### src/hdl/bei_pkg.sv
// Shared types and constants of the breakpoint envelope interpolator.
`timescale 1ns / 1ps

package bei_pkg;

    localparam int MAX_POINTS = 16;
    localparam int IDX_W      = $clog2(MAX_POINTS);
    localparam int COUNT_W    = 5;
    localparam int DATA_W     = 32;
    localparam int DIV_STEPS  = DATA_W + 1;
    localparam int STEP_W     = $clog2(DIV_STEPS);

    // Item opcodes
    localparam logic OP_LOAD = 1'b0;
    localparam logic OP_EVAL = 1'b1;

    // Result region codes
    localparam logic [1:0] REGION_BEFORE = 2'd0;
    localparam logic [1:0] REGION_AFTER  = 2'd1;
    localparam logic [1:0] REGION_INTERP = 2'd2;
    localparam logic [1:0] REGION_NONE   = 2'd3;

    // One classified item on its way from the front end to the engine
    typedef struct packed {
        logic                     is_eval;
        logic [IDX_W-1:0]         slot;
        logic signed [DATA_W-1:0] x;
        logic signed [DATA_W-1:0] y;
        logic signed [DATA_W-1:0] phase;
    } t_cmd;

    // Engine sequencer states
    typedef enum logic [3:0] {
        S_IDLE,
        S_RD_LAST,
        S_CHK_LAST,
        S_SCAN,
        S_MUL_LO,
        S_MUL_HI,
        S_DIV,
        S_FIN,
        S_DONE
    } t_state;

endpackage

### src/hdl/bei_if.sv
// Valid/ready channel interfaces for input items and result items.
`timescale 1ns / 1ps

interface bei_in_if;
    logic                             valid;
    logic                             ready;
    logic                             op;
    logic [bei_pkg::IDX_W-1:0]        point_index;
    logic signed [bei_pkg::DATA_W-1:0] point_x;
    logic signed [bei_pkg::DATA_W-1:0] point_y;
    logic signed [bei_pkg::DATA_W-1:0] phase;

    modport source (output valid, op, point_index, point_x, point_y, phase, input ready);
    modport sink   (input valid, op, point_index, point_x, point_y, phase, output ready);
endinterface

interface bei_out_if;
    logic                             valid;
    logic                             ready;
    logic signed [bei_pkg::DATA_W-1:0] level;
    logic [1:0]                       region;
    logic [bei_pkg::IDX_W-1:0]        segment;

    modport source (output valid, level, region, segment, input ready);
    modport sink   (input valid, level, region, segment, output ready);
endinterface

### src/hdl/bei_front.sv
// Front end: accepts input beats, classifies them and queues them for the engine.
`timescale 1ns / 1ps

module bei_front (
    input  logic           i_clk,
    input  logic           i_rst_n,
    bei_in_if.sink         i_in,
    output bei_pkg::t_cmd  o_cmd,
    output logic           o_cmd_valid,
    input  logic           i_cmd_ready
);

    bei_pkg::t_cmd r_q [2];
    logic          r_wp;
    logic          r_rp;
    logic [1:0]    r_cnt;

    bei_pkg::t_cmd w_cmd;
    logic          w_push;
    logic          w_pop;

    // Classify the incoming beat
    always_comb begin
        w_cmd.is_eval = (i_in.op == bei_pkg::OP_EVAL);
        w_cmd.slot    = i_in.point_index;
        w_cmd.x       = i_in.point_x;
        w_cmd.y       = i_in.point_y;
        w_cmd.phase   = i_in.phase;
    end

    assign i_in.ready  = (r_cnt != 2'd2);
    assign w_push      = i_in.valid && i_in.ready;
    assign o_cmd_valid = (r_cnt != 2'd0);
    assign w_pop       = o_cmd_valid && i_cmd_ready;
    assign o_cmd       = r_q[r_rp];

    // Store queued items
    always_ff @(posedge i_clk) begin
        if (w_push) begin
            r_q[r_wp] <= w_cmd;
        end
    end

    // Advance queue pointers and fill level
    always_ff @(posedge i_clk) begin
        if (!i_rst_n) begin
            r_wp  <= 1'b0;
            r_rp  <= 1'b0;
            r_cnt <= 2'd0;
        end else begin
            if (w_push) begin
                r_wp <= ~r_wp;
            end
            if (w_pop) begin
                r_rp <= ~r_rp;
            end
            case ({w_push, w_pop})
                2'b10:   r_cnt <= r_cnt + 2'd1;
                2'b01:   r_cnt <= r_cnt - 2'd1;
                default: r_cnt <= r_cnt;
            endcase
        end
    end

endmodule

### src/hdl/bei_engine.sv
// Back end: breakpoint tables, segment scan, multiply, divide and result register.
`timescale 1ns / 1ps

module bei_engine (
    input  logic                          i_clk,
    input  logic                          i_rst_n,
    input  bei_pkg::t_cmd                 i_cmd,
    input  logic                          i_cmd_valid,
    output logic                          o_cmd_ready,
    input  logic [bei_pkg::COUNT_W-1:0]   i_point_count,
    bei_out_if.source                     o_out
);

    localparam int DW = bei_pkg::DATA_W;
    localparam int IW = bei_pkg::IDX_W;

    // Breakpoint tables
    logic signed [DW-1:0] mem_x [bei_pkg::MAX_POINTS];
    logic signed [DW-1:0] mem_y [bei_pkg::MAX_POINTS];
    logic signed [DW-1:0] r_xq;
    logic signed [DW-1:0] r_yq;

    bei_pkg::t_state r_state;
    bei_pkg::t_state n_state;

    logic signed [DW-1:0] r_phase;
    logic [IW-1:0]        r_last;
    logic [IW-1:0]        r_idx;
    logic signed [DW-1:0] r_y_first;
    logic signed [DW-1:0] r_x_first;
    logic signed [DW-1:0] r_xp;
    logic signed [DW-1:0] r_yp;
    logic signed [DW-1:0] r_y0;
    logic [DW:0]          r_mag;
    logic                 r_neg;
    logic [DW-1:0]        r_u;
    logic [DW-1:0]        r_d;
    logic [2*DW:0]        r_prod;
    logic [DW-1:0]        r_rem;
    logic [DW:0]          r_dvd;
    logic [DW:0]          r_quo;
    logic [bei_pkg::STEP_W-1:0] r_step;
    logic signed [DW-1:0] r_level;
    logic [1:0]           r_region;
    logic [IW-1:0]        r_seg;

    logic                 r_ovalid;
    logic signed [DW-1:0] r_olevel;
    logic [1:0]           r_oregion;
    logic [IW-1:0]        r_oseg;

    logic [IW-1:0]        w_rd_addr;
    logic                 w_we;
    logic                 w_start;
    logic                 w_out_load;
    logic [IW-1:0]        w_last;
    logic                 w_match;
    logic [DW:0]          w_dx;
    logic [DW:0]          w_du;
    logic [DW:0]          w_dy;
    logic [15:0]          w_mul_b;
    logic [DW+16:0]       w_mul;
    logic [2*DW:0]        w_prod_hi;
    logic [DW:0]          w_trial;
    logic                 w_qbit;
    logic [DW:0]          w_sub;
    logic [DW+1:0]        w_sum;

    // Clamp the point count into a last index
    always_comb begin
        if (i_point_count < bei_pkg::COUNT_W'(2)) begin
            w_last = IW'(1);
        end else if (i_point_count > bei_pkg::COUNT_W'(bei_pkg::MAX_POINTS)) begin
            w_last = IW'(bei_pkg::MAX_POINTS - 1);
        end else begin
            w_last = IW'(i_point_count - bei_pkg::COUNT_W'(1));
        end
    end

    // Segment test and differences of the current pair
    assign w_match = (r_phase >= r_xp) && (r_phase <= r_xq);
    assign w_dx    = {r_xq[DW-1], r_xq} - {r_xp[DW-1], r_xp};
    assign w_du    = {r_phase[DW-1], r_phase} - {r_xp[DW-1], r_xp};
    assign w_dy    = {r_yq[DW-1], r_yq} - {r_yp[DW-1], r_yp};

    // Shared 33x16 multiplier
    assign w_mul_b   = (r_state == bei_pkg::S_MUL_LO) ? r_u[15:0] : r_u[DW-1:16];
    assign w_mul     = (DW+17)'(r_mag) * (DW+17)'(w_mul_b);
    assign w_prod_hi = r_prod + ((2*DW+1)'(w_mul) << 16);

    // One restoring division step
    assign w_trial = {r_rem, r_dvd[DW]};
    assign w_qbit  = (w_trial >= {1'b0, r_d});
    assign w_sub   = w_trial - {1'b0, r_d};

    // Apply the signed quotient to the segment start
    assign w_sum = r_neg ? ({{2{r_y0[DW-1]}}, r_y0} - {1'b0, r_quo})
                         : ({{2{r_y0[DW-1]}}, r_y0} + {1'b0, r_quo});

    // Next state
    always_comb begin
        n_state = r_state;
        case (r_state)
            bei_pkg::S_IDLE: begin
                if (i_cmd_valid && i_cmd.is_eval) begin
                    n_state = bei_pkg::S_RD_LAST;
                end
            end
            bei_pkg::S_RD_LAST: begin
                n_state = bei_pkg::S_CHK_LAST;
            end
            bei_pkg::S_CHK_LAST: begin
                if (r_phase <= r_x_first || r_phase >= r_xq) begin
                    n_state = bei_pkg::S_DONE;
                end else begin
                    n_state = bei_pkg::S_SCAN;
                end
            end
            bei_pkg::S_SCAN: begin
                if (w_match) begin
                    n_state = (w_dx == '0) ? bei_pkg::S_DONE : bei_pkg::S_MUL_LO;
                end else if (r_idx == r_last) begin
                    n_state = bei_pkg::S_DONE;
                end
            end
            bei_pkg::S_MUL_LO: begin
                n_state = bei_pkg::S_MUL_HI;
            end
            bei_pkg::S_MUL_HI: begin
                n_state = bei_pkg::S_DIV;
            end
            bei_pkg::S_DIV: begin
                if (r_step == bei_pkg::STEP_W'(bei_pkg::DIV_STEPS - 1)) begin
                    n_state = bei_pkg::S_FIN;
                end
            end
            bei_pkg::S_FIN: begin
                n_state = bei_pkg::S_DONE;
            end
            bei_pkg::S_DONE: begin
                if (w_out_load) begin
                    n_state = bei_pkg::S_IDLE;
                end
            end
            default: begin
                n_state = bei_pkg::S_IDLE;
            end
        endcase
    end

    // Sequencer outputs
    always_comb begin
        o_cmd_ready = 1'b0;
        w_rd_addr   = '0;
        w_out_load  = 1'b0;
        case (r_state)
            bei_pkg::S_IDLE: begin
                o_cmd_ready = 1'b1;
                w_rd_addr   = '0;
            end
            bei_pkg::S_RD_LAST: begin
                w_rd_addr = r_last;
            end
            bei_pkg::S_CHK_LAST: begin
                w_rd_addr = IW'(1);
            end
            bei_pkg::S_SCAN: begin
                w_rd_addr = r_idx + IW'(1);
            end
            bei_pkg::S_DONE: begin
                w_out_load = !r_ovalid || o_out.ready;
            end
            default: begin
                w_rd_addr = '0;
            end
        endcase
    end

    assign w_we    = (r_state == bei_pkg::S_IDLE) && i_cmd_valid && !i_cmd.is_eval;
    assign w_start = (r_state == bei_pkg::S_IDLE) && i_cmd_valid && i_cmd.is_eval;

    // Write a breakpoint, read the addressed one
    always_ff @(posedge i_clk) begin
        if (w_we) begin
            mem_x[i_cmd.slot] <= i_cmd.x;
            mem_y[i_cmd.slot] <= i_cmd.y;
        end
        r_xq <= mem_x[w_rd_addr];
        r_yq <= mem_y[w_rd_addr];
    end

    // Hold the sequencer state
    always_ff @(posedge i_clk) begin
        if (!i_rst_n) begin
            r_state <= bei_pkg::S_IDLE;
        end else begin
            r_state <= n_state;
        end
    end

    // Datapath registers
    always_ff @(posedge i_clk) begin
        if (w_start) begin
            r_phase <= i_cmd.phase;
            r_last  <= w_last;
        end
        case (r_state)
            bei_pkg::S_RD_LAST: begin
                r_x_first <= r_xq;
                r_y_first <= r_yq;
                r_xp      <= r_xq;
                r_yp      <= r_yq;
            end
            bei_pkg::S_CHK_LAST: begin
                r_idx <= IW'(1);
                r_seg <= '0;
                if (r_phase <= r_x_first) begin
                    r_level  <= r_y_first;
                    r_region <= bei_pkg::REGION_BEFORE;
                end else begin
                    r_level  <= r_yq;
                    r_region <= bei_pkg::REGION_AFTER;
                end
            end
            bei_pkg::S_SCAN: begin
                if (w_match) begin
                    r_seg    <= r_idx - IW'(1);
                    r_region <= bei_pkg::REGION_INTERP;
                    r_level  <= r_yp;
                    r_y0     <= r_yp;
                    r_neg    <= w_dy[DW];
                    r_mag    <= w_dy[DW] ? (DW+1)'(-w_dy) : w_dy;
                    r_u      <= w_du[DW-1:0];
                    r_d      <= w_dx[DW-1:0];
                end else begin
                    r_xp     <= r_xq;
                    r_yp     <= r_yq;
                    r_idx    <= r_idx + IW'(1);
                    r_region <= bei_pkg::REGION_NONE;
                    r_level  <= r_y_first;
                    r_seg    <= '0;
                end
            end
            bei_pkg::S_MUL_LO: begin
                r_prod <= (2*DW+1)'(w_mul);
            end
            bei_pkg::S_MUL_HI: begin
                r_rem  <= w_prod_hi[2*DW:DW+1];
                r_dvd  <= w_prod_hi[DW:0];
                r_quo  <= '0;
                r_step <= '0;
            end
            bei_pkg::S_DIV: begin
                r_rem  <= w_qbit ? w_sub[DW-1:0] : w_trial[DW-1:0];
                r_dvd  <= {r_dvd[DW-1:0], 1'b0};
                r_quo  <= {r_quo[DW-1:0], w_qbit};
                r_step <= r_step + bei_pkg::STEP_W'(1);
            end
            bei_pkg::S_FIN: begin
                // Saturate to signed 32 bits
                if (w_sum[DW+1:DW-1] == 3'b000 || w_sum[DW+1:DW-1] == 3'b111) begin
                    r_level <= w_sum[DW-1:0];
                end else if (w_sum[DW+1]) begin
                    r_level <= {1'b1, {(DW-1){1'b0}}};
                end else begin
                    r_level <= {1'b0, {(DW-1){1'b1}}};
                end
            end
            default: begin
                r_step <= r_step;
            end
        endcase
    end

    // Result register: load when empty or being drained
    always_ff @(posedge i_clk) begin
        if (!i_rst_n) begin
            r_ovalid <= 1'b0;
        end else if (w_out_load) begin
            r_ovalid <= 1'b1;
        end else if (o_out.ready) begin
            r_ovalid <= 1'b0;
        end
    end

    always_ff @(posedge i_clk) begin
        if (w_out_load) begin
            r_olevel  <= r_level;
            r_oregion <= r_region;
            r_oseg    <= r_seg;
        end
    end

    assign o_out.valid   = r_ovalid;
    assign o_out.level   = r_olevel;
    assign o_out.region  = r_oregion;
    assign o_out.segment = r_oseg;

endmodule

### src/hdl/breakpoint_envelope_interpolator_core.sv
// Top level of the breakpoint envelope interpolator.
`timescale 1ns / 1ps
// Usage:
//   i_in carries items: op 0 loads point_x/point_y into table slot point_index,
//   op 1 evaluates phase and yields one result beat on o_out (level, region,
//   segment). Load beats yield no result.
//   i_cfg_we/i_cfg_wdata set the number of breakpoints in use; write it only
//   while no evaluation is in flight. Reset sets it to 2.
// Sequence:
//   A two-entry queue takes input beats while the engine works. A load is
//   written to the tables from the idle state. An evaluation at or outside
//   the end points skips the scan; otherwise one segment is scanned per
//   cycle (at most 15), and a segment of nonzero width is interpolated with
//   two multiply steps on a shared 33x16 multiplier, 33 steps of the
//   restoring divider and one saturation step.
// Reset and stall:
//   Synchronous active-low reset empties the queue and the result register;
//   table contents stay undefined until loaded. A result waits in the output
//   register while o_out.ready is low; the engine holds its next result until
//   that register frees, and the queue fills and then drops i_in.ready.

module breakpoint_envelope_interpolator_core (
    input  logic                        i_clk,
    input  logic                        i_rst_n,
    bei_in_if.sink                      i_in,
    bei_out_if.source                   o_out,
    input  logic                        i_cfg_we,
    input  logic [bei_pkg::COUNT_W-1:0] i_cfg_wdata
);

    logic [bei_pkg::COUNT_W-1:0] r_point_count;
    bei_pkg::t_cmd               w_cmd;
    logic                        w_cmd_valid;
    logic                        w_cmd_ready;

    // Point count register
    always_ff @(posedge i_clk) begin
        if (!i_rst_n) begin
            r_point_count <= bei_pkg::COUNT_W'(2);
        end else if (i_cfg_we) begin
            r_point_count <= i_cfg_wdata;
        end
    end

    bei_front u_front (
        .i_clk       (i_clk),
        .i_rst_n     (i_rst_n),
        .i_in        (i_in),
        .o_cmd       (w_cmd),
        .o_cmd_valid (w_cmd_valid),
        .i_cmd_ready (w_cmd_ready)
    );

    bei_engine u_engine (
        .i_clk         (i_clk),
        .i_rst_n       (i_rst_n),
        .i_cmd         (w_cmd),
        .i_cmd_valid   (w_cmd_valid),
        .o_cmd_ready   (w_cmd_ready),
        .i_point_count (r_point_count),
        .o_out         (o_out)
    );

endmodule

### src/flat_wrapper.sv
// flat-port wrapper written by rule: the top's interface ports become plain ports
module breakpoint_envelope_interpolator_core_flat 
  (i_clk, i_rst_n, i_cfg_we, i_cfg_wdata, i_in_valid, i_in_op, i_in_point_index, i_in_point_x, i_in_point_y, i_in_phase, i_in_ready, o_out_valid, o_out_level, o_out_region, o_out_segment, o_out_ready);
  bei_in_if i_in_i ();
  bei_out_if o_out_i ();
  input  logic i_clk;
  input  logic i_rst_n;
  input  logic i_cfg_we;
  input  logic [bei_pkg::COUNT_W-1:0] i_cfg_wdata;
  input wire logic [$bits(i_in_i.valid)-1:0] i_in_valid;
  input wire logic [$bits(i_in_i.op)-1:0] i_in_op;
  input wire logic [$bits(i_in_i.point_index)-1:0] i_in_point_index;
  input wire logic [$bits(i_in_i.point_x)-1:0] i_in_point_x;
  input wire logic [$bits(i_in_i.point_y)-1:0] i_in_point_y;
  input wire logic [$bits(i_in_i.phase)-1:0] i_in_phase;
  output wire logic [$bits(i_in_i.ready)-1:0] i_in_ready;
  output wire logic [$bits(o_out_i.valid)-1:0] o_out_valid;
  output wire logic [$bits(o_out_i.level)-1:0] o_out_level;
  output wire logic [$bits(o_out_i.region)-1:0] o_out_region;
  output wire logic [$bits(o_out_i.segment)-1:0] o_out_segment;
  input wire logic [$bits(o_out_i.ready)-1:0] o_out_ready;
  assign i_in_i.valid = i_in_valid;
  assign i_in_i.op = i_in_op;
  assign i_in_i.point_index = i_in_point_index;
  assign i_in_i.point_x = i_in_point_x;
  assign i_in_i.point_y = i_in_point_y;
  assign i_in_i.phase = i_in_phase;
  assign i_in_ready = i_in_i.ready;
  assign o_out_valid = o_out_i.valid;
  assign o_out_level = o_out_i.level;
  assign o_out_region = o_out_i.region;
  assign o_out_segment = o_out_i.segment;
  assign o_out_i.ready = o_out_ready;
  breakpoint_envelope_interpolator_core u_core (.i_clk(i_clk), .i_rst_n(i_rst_n), .i_in(i_in_i), .o_out(o_out_i), .i_cfg_we(i_cfg_we), .i_cfg_wdata(i_cfg_wdata));
endmodule
### config.mk
export PLATFORM = sky130hd
export DESIGN_NAME = breakpoint_envelope_interpolator_core_flat
export DESIGN_NICKNAME = d
export VERILOG_FILES = /design/src/hdl/bei_pkg.sv /design/src/hdl/bei_if.sv /design/src/hdl/bei_front.sv /design/src/hdl/bei_engine.sv /design/src/hdl/breakpoint_envelope_interpolator_core.sv /design/src/flat_wrapper.sv
export SDC_FILE = /design/constraint.sdc
export NUM_CORES = 2
export LEC_CHECK = 0
export BUFFER_PORTS_ARGS = -buffer_cell sky130_fd_sc_hd__buf_2
export CAP_MARGIN = 20
export CORE_ASPECT_RATIO = 1.4
export CORE_MARGIN = 4
export CORE_UTILIZATION = 30
export DETAILED_ROUTE_END_ITERATION = 6
export SYNTH_ARGS = -nofsm -noshare
export SYNTH_HDL_FRONTEND = slang
export SYNTH_SLANG_ARGS = --single-unit
### constraint.sdc
create_clock -name i_clk -period 30.7 [get_ports i_clk]
set_input_delay 3.07 -clock i_clk [delete_from_list [all_inputs] [get_ports i_clk]]
set_output_delay 3.07 -clock i_clk [all_outputs]
set_load 0.05 [all_outputs]
==> out/metrics.yaml <==
reg2reg_slack_ns: 19.03
start_util_pct: 30.2
p_leak_nw: 40.4
cts_setup_buffers: 0
netSwitchingPower_mw: 3.80
cts_buffer_depth: 4
vias: 58200
cp_common_cell: "fa_1"
seq_area_frac_synth_pct: 55.9
grtUsageMet2_pct: 27.6
die_h_um: 681
drt_iter0_markers: 4424
hp-start: "u_core.u_engine.r_level[19]$_DFFE_PP_"
synth_warnings: 0
comb_power_share_pct: 43.2
startpoint: "u_core.u_engine.r_state[3]$_SDFFE_PN0P_"
htreeDepth: 4
skew_ns: 0.0666
reg2reg_depth: 38
outcome: "finished clean"
ys_ff_latch: 1832
clock.fmax_mhz: 85.7
rsz0062_at_grt: "no"
holdPathEnd: "u_core.u_engine.o_out.level[19]$_DFFE_PP_"
p_sw_share_pct: 37.9
setup_violations: 0
cp_max_fo: 65
mostFrequentLayoutCell: "edfxtp_1"
min_path_type: "flop to flop"
worst_setup_path_start_kind: "flop"
syn_avg_cell_area_um2: 13.6
seq_power_share_pct: 34.9
area.growth.synth_to_final_pct: 12.1
wl_mm: 253
async_flop_share_pct: 0
rr_startpoint: "u_core.u_engine.r_state[3]$_SDFFE_PN0P_"
first_global_vias: 61500
synth_nets: 8089
ant_nets: 0
cts-hold-fix-buffers: 0
p_clk_share_pct: 22.0
final.setup.tns_ns: 0
portBuffers: 150
relSlewSlack_pct: 27.4
cts.sinks: 1832
holdPathStages: 0
max_stage_delay_ns: 0.75
io_pins: 151
clock_latency_ns: 0.86
ys_types: 104
hold_viol_final: 0
multi_input_area_mm2: 0.0392
grt_antenna_before_repair: 11
met1_usage_pct: 17.2
setup.worst_path.class: "flop to flop"
grt_pass1_wl_mm: 381
post-route-period-util_pct: 38.0
die_area_mm2: 0.333
wl_per_cell_um: 21.7
hpwl_mm: 172
syn_inst: 7153
min_period_ns: 11.67
drc: 0
num_rows: 246
place_congestion: 0.893
arrival_ns: 12.20
vdd_ir_drop_max_mv: 0.0743
critical_path_required_ns: 31.24
slew_viol_final: 0
layout.nets: 8225
syn_area_mm2: 0.0970
fp.dieW_um: 489
grt_overflow: 0
hold_ws_ns: 0.421
drive_gt1_share_pct: 13.1
clockRootBuffer: "clkbuf_16"
tightest_slew_ns: 1.09
p_int_mw: 6.24
mostFrequentLayoutCells: "edfxtp_1 (1753), inv_1 (730), nand2_1 (727), fa_1 (438), ha_1 (387)"
cp_slowest_cell: "a2111oi_0"
cts_resized: 0
drv_cap: 0
nFillCells: 31300
use_met3_pct: 1.84
via_per_inst: 4.99
end_kind: "flop"
core_area_mm2: 0.321
cts_buffers: 181
power.density_mw_per_mm2: 92.4
firstDrtPassIters: 6
grtUsageTotal_pct: 14.9
ys.flop_type: "edfxtp_1"
clk_pin_slew_ns: 0.06
cts_tree: "yes"
grt_busiest_layer: "met2"
area.sequential_mm2: 0.0542
synth_edf_count: 1753
reg2reg_to: "u_core.u_engine.r_rem[31]$_DFFE_PN_"
grt_max_degree: 129
area by class of cell:
class	instances	area share, %
Antenna cell	6	0.0138
Clock buffer	228	4.48
Clock inverter	96	0.860
Inverter	730	2.52
Multi-Input combinational cell	4308	36.1
Sequential cell	1832	49.9
Tap cell	4216	4.85
Timing Repair Buffer	236	1.32
worst max path at each step:
stage / end / slack (ns)
floorplan: u_core.u_engine.r_rem[31]$_DFFE_PN_ / 19.22
global placement: u_core.u_engine.r_rem[25]$_DFFE_PN_ / 19.40
detailed placement: u_core.u_engine.r_rem[31]$_DFFE_PN_ / 19.27
CTS: u_core.u_engine.r_rem[31]$_DFFE_PN_ / 19.23
global route: u_core.u_engine.r_rem[31]$_DFFE_PN_ / 18.50
finish: u_core.u_engine.r_rem[31]$_DFFE_PN_ / 19.03
cells by family after synthesis:
| logic type | count (synthesis) | share of synthesized area (%) |
|---|---|---|
| AOI/OAI and AO/OA | 1079 | 7.38 |
| xor gates and xnor gates | 290 | 2.64 |
| adders and majority gates | 825 | 14.0 |
| buffers and inverters | 1013 | 3.95 |
| DFF | 1832 | 55.9 |
| muxes | 412 | 7.70 |
| and+or+nand+nor | 1702 | 8.41 |
power by group through the flow:
stage	registers, mW	logic (mW)	clock network [mW]
6_report	3.50	4.33	2.21
5_1_grt	3.52	4.76	2.37
4_1_cts	3.50	4.37	2.27
3_5_place_dp	3.55	4.36	0
3_3_place_gp	3.55	4.28	0
2_1_floorplan	3.46	3.08	0
state kept, by name, indices dropped and copies added (netlist names), 33 cells and up, named ones only:
register	cells
u_core.u_engine.r_mag	33
u_core.u_front.r_q	202
u_core.u_engine.r_dvd	33
u_core.u_engine.mem_x	512
u_core.u_engine.mem_y	512
u_core.u_engine.r_quo	33
u_core.u_engine.r_prod	49
critical path, delay by kind of cell (launching register included):
kind | cells | cell delay (ns)
muxes | 2 | 0.80
and+or+nand+nor | 9 | 1.83
adders and majority gates | 8 | 3.72
buffers and inverters | 5 | 0.88
xor gates and xnor gates | 2 | 0.38
DFF | 1 | 0.39
AOI/OAI and AO/OA | 12 | 3.29
stage by stage:
step	instances	worst slack [ns]	instance area, um^2	power [mW]	util, %
after floorplan	7153	19.22	97000	6.54	-
after global placement	11300	19.40	103000	7.83	32.0
after detailed placement	11300	19.27	103000	7.91	32.0
after CTS	11600	19.23	109000	10.1	33.8
after global routing	11600	18.50	109000	10.6	33.8
final	11700	19.03	109000	10.0	33.8
per-layer routing:
layer,routed length (um),share of wire [%]
met5,34,0.013
met4,11500,4.5
met3,10700,4.2
met2,134000,53
met1,96700,38
Yosys cell counts (all sizes together) (91+ instances only):
master / instances / area, um^2
and2: 283 / 1770
xnor2: 199 / 1770
nor2: 260 / 976
a31oi: 96 / 601
xor2: 91 / 797
a211oi: 102 / 776
mux2: 119 / 1340
fa: 438 / 8770
nand2: 729 / 2740
a21oi: 262 / 1320
edfxtp: 1753 / 52600
clkbuf: 232 / 872
ha: 387 / 4840
inv: 730 / 2740
o21ai: 195 / 987
mux4: 256 / 5770
a21o: 143 / 1070
(Power assumes the default switching activity.)
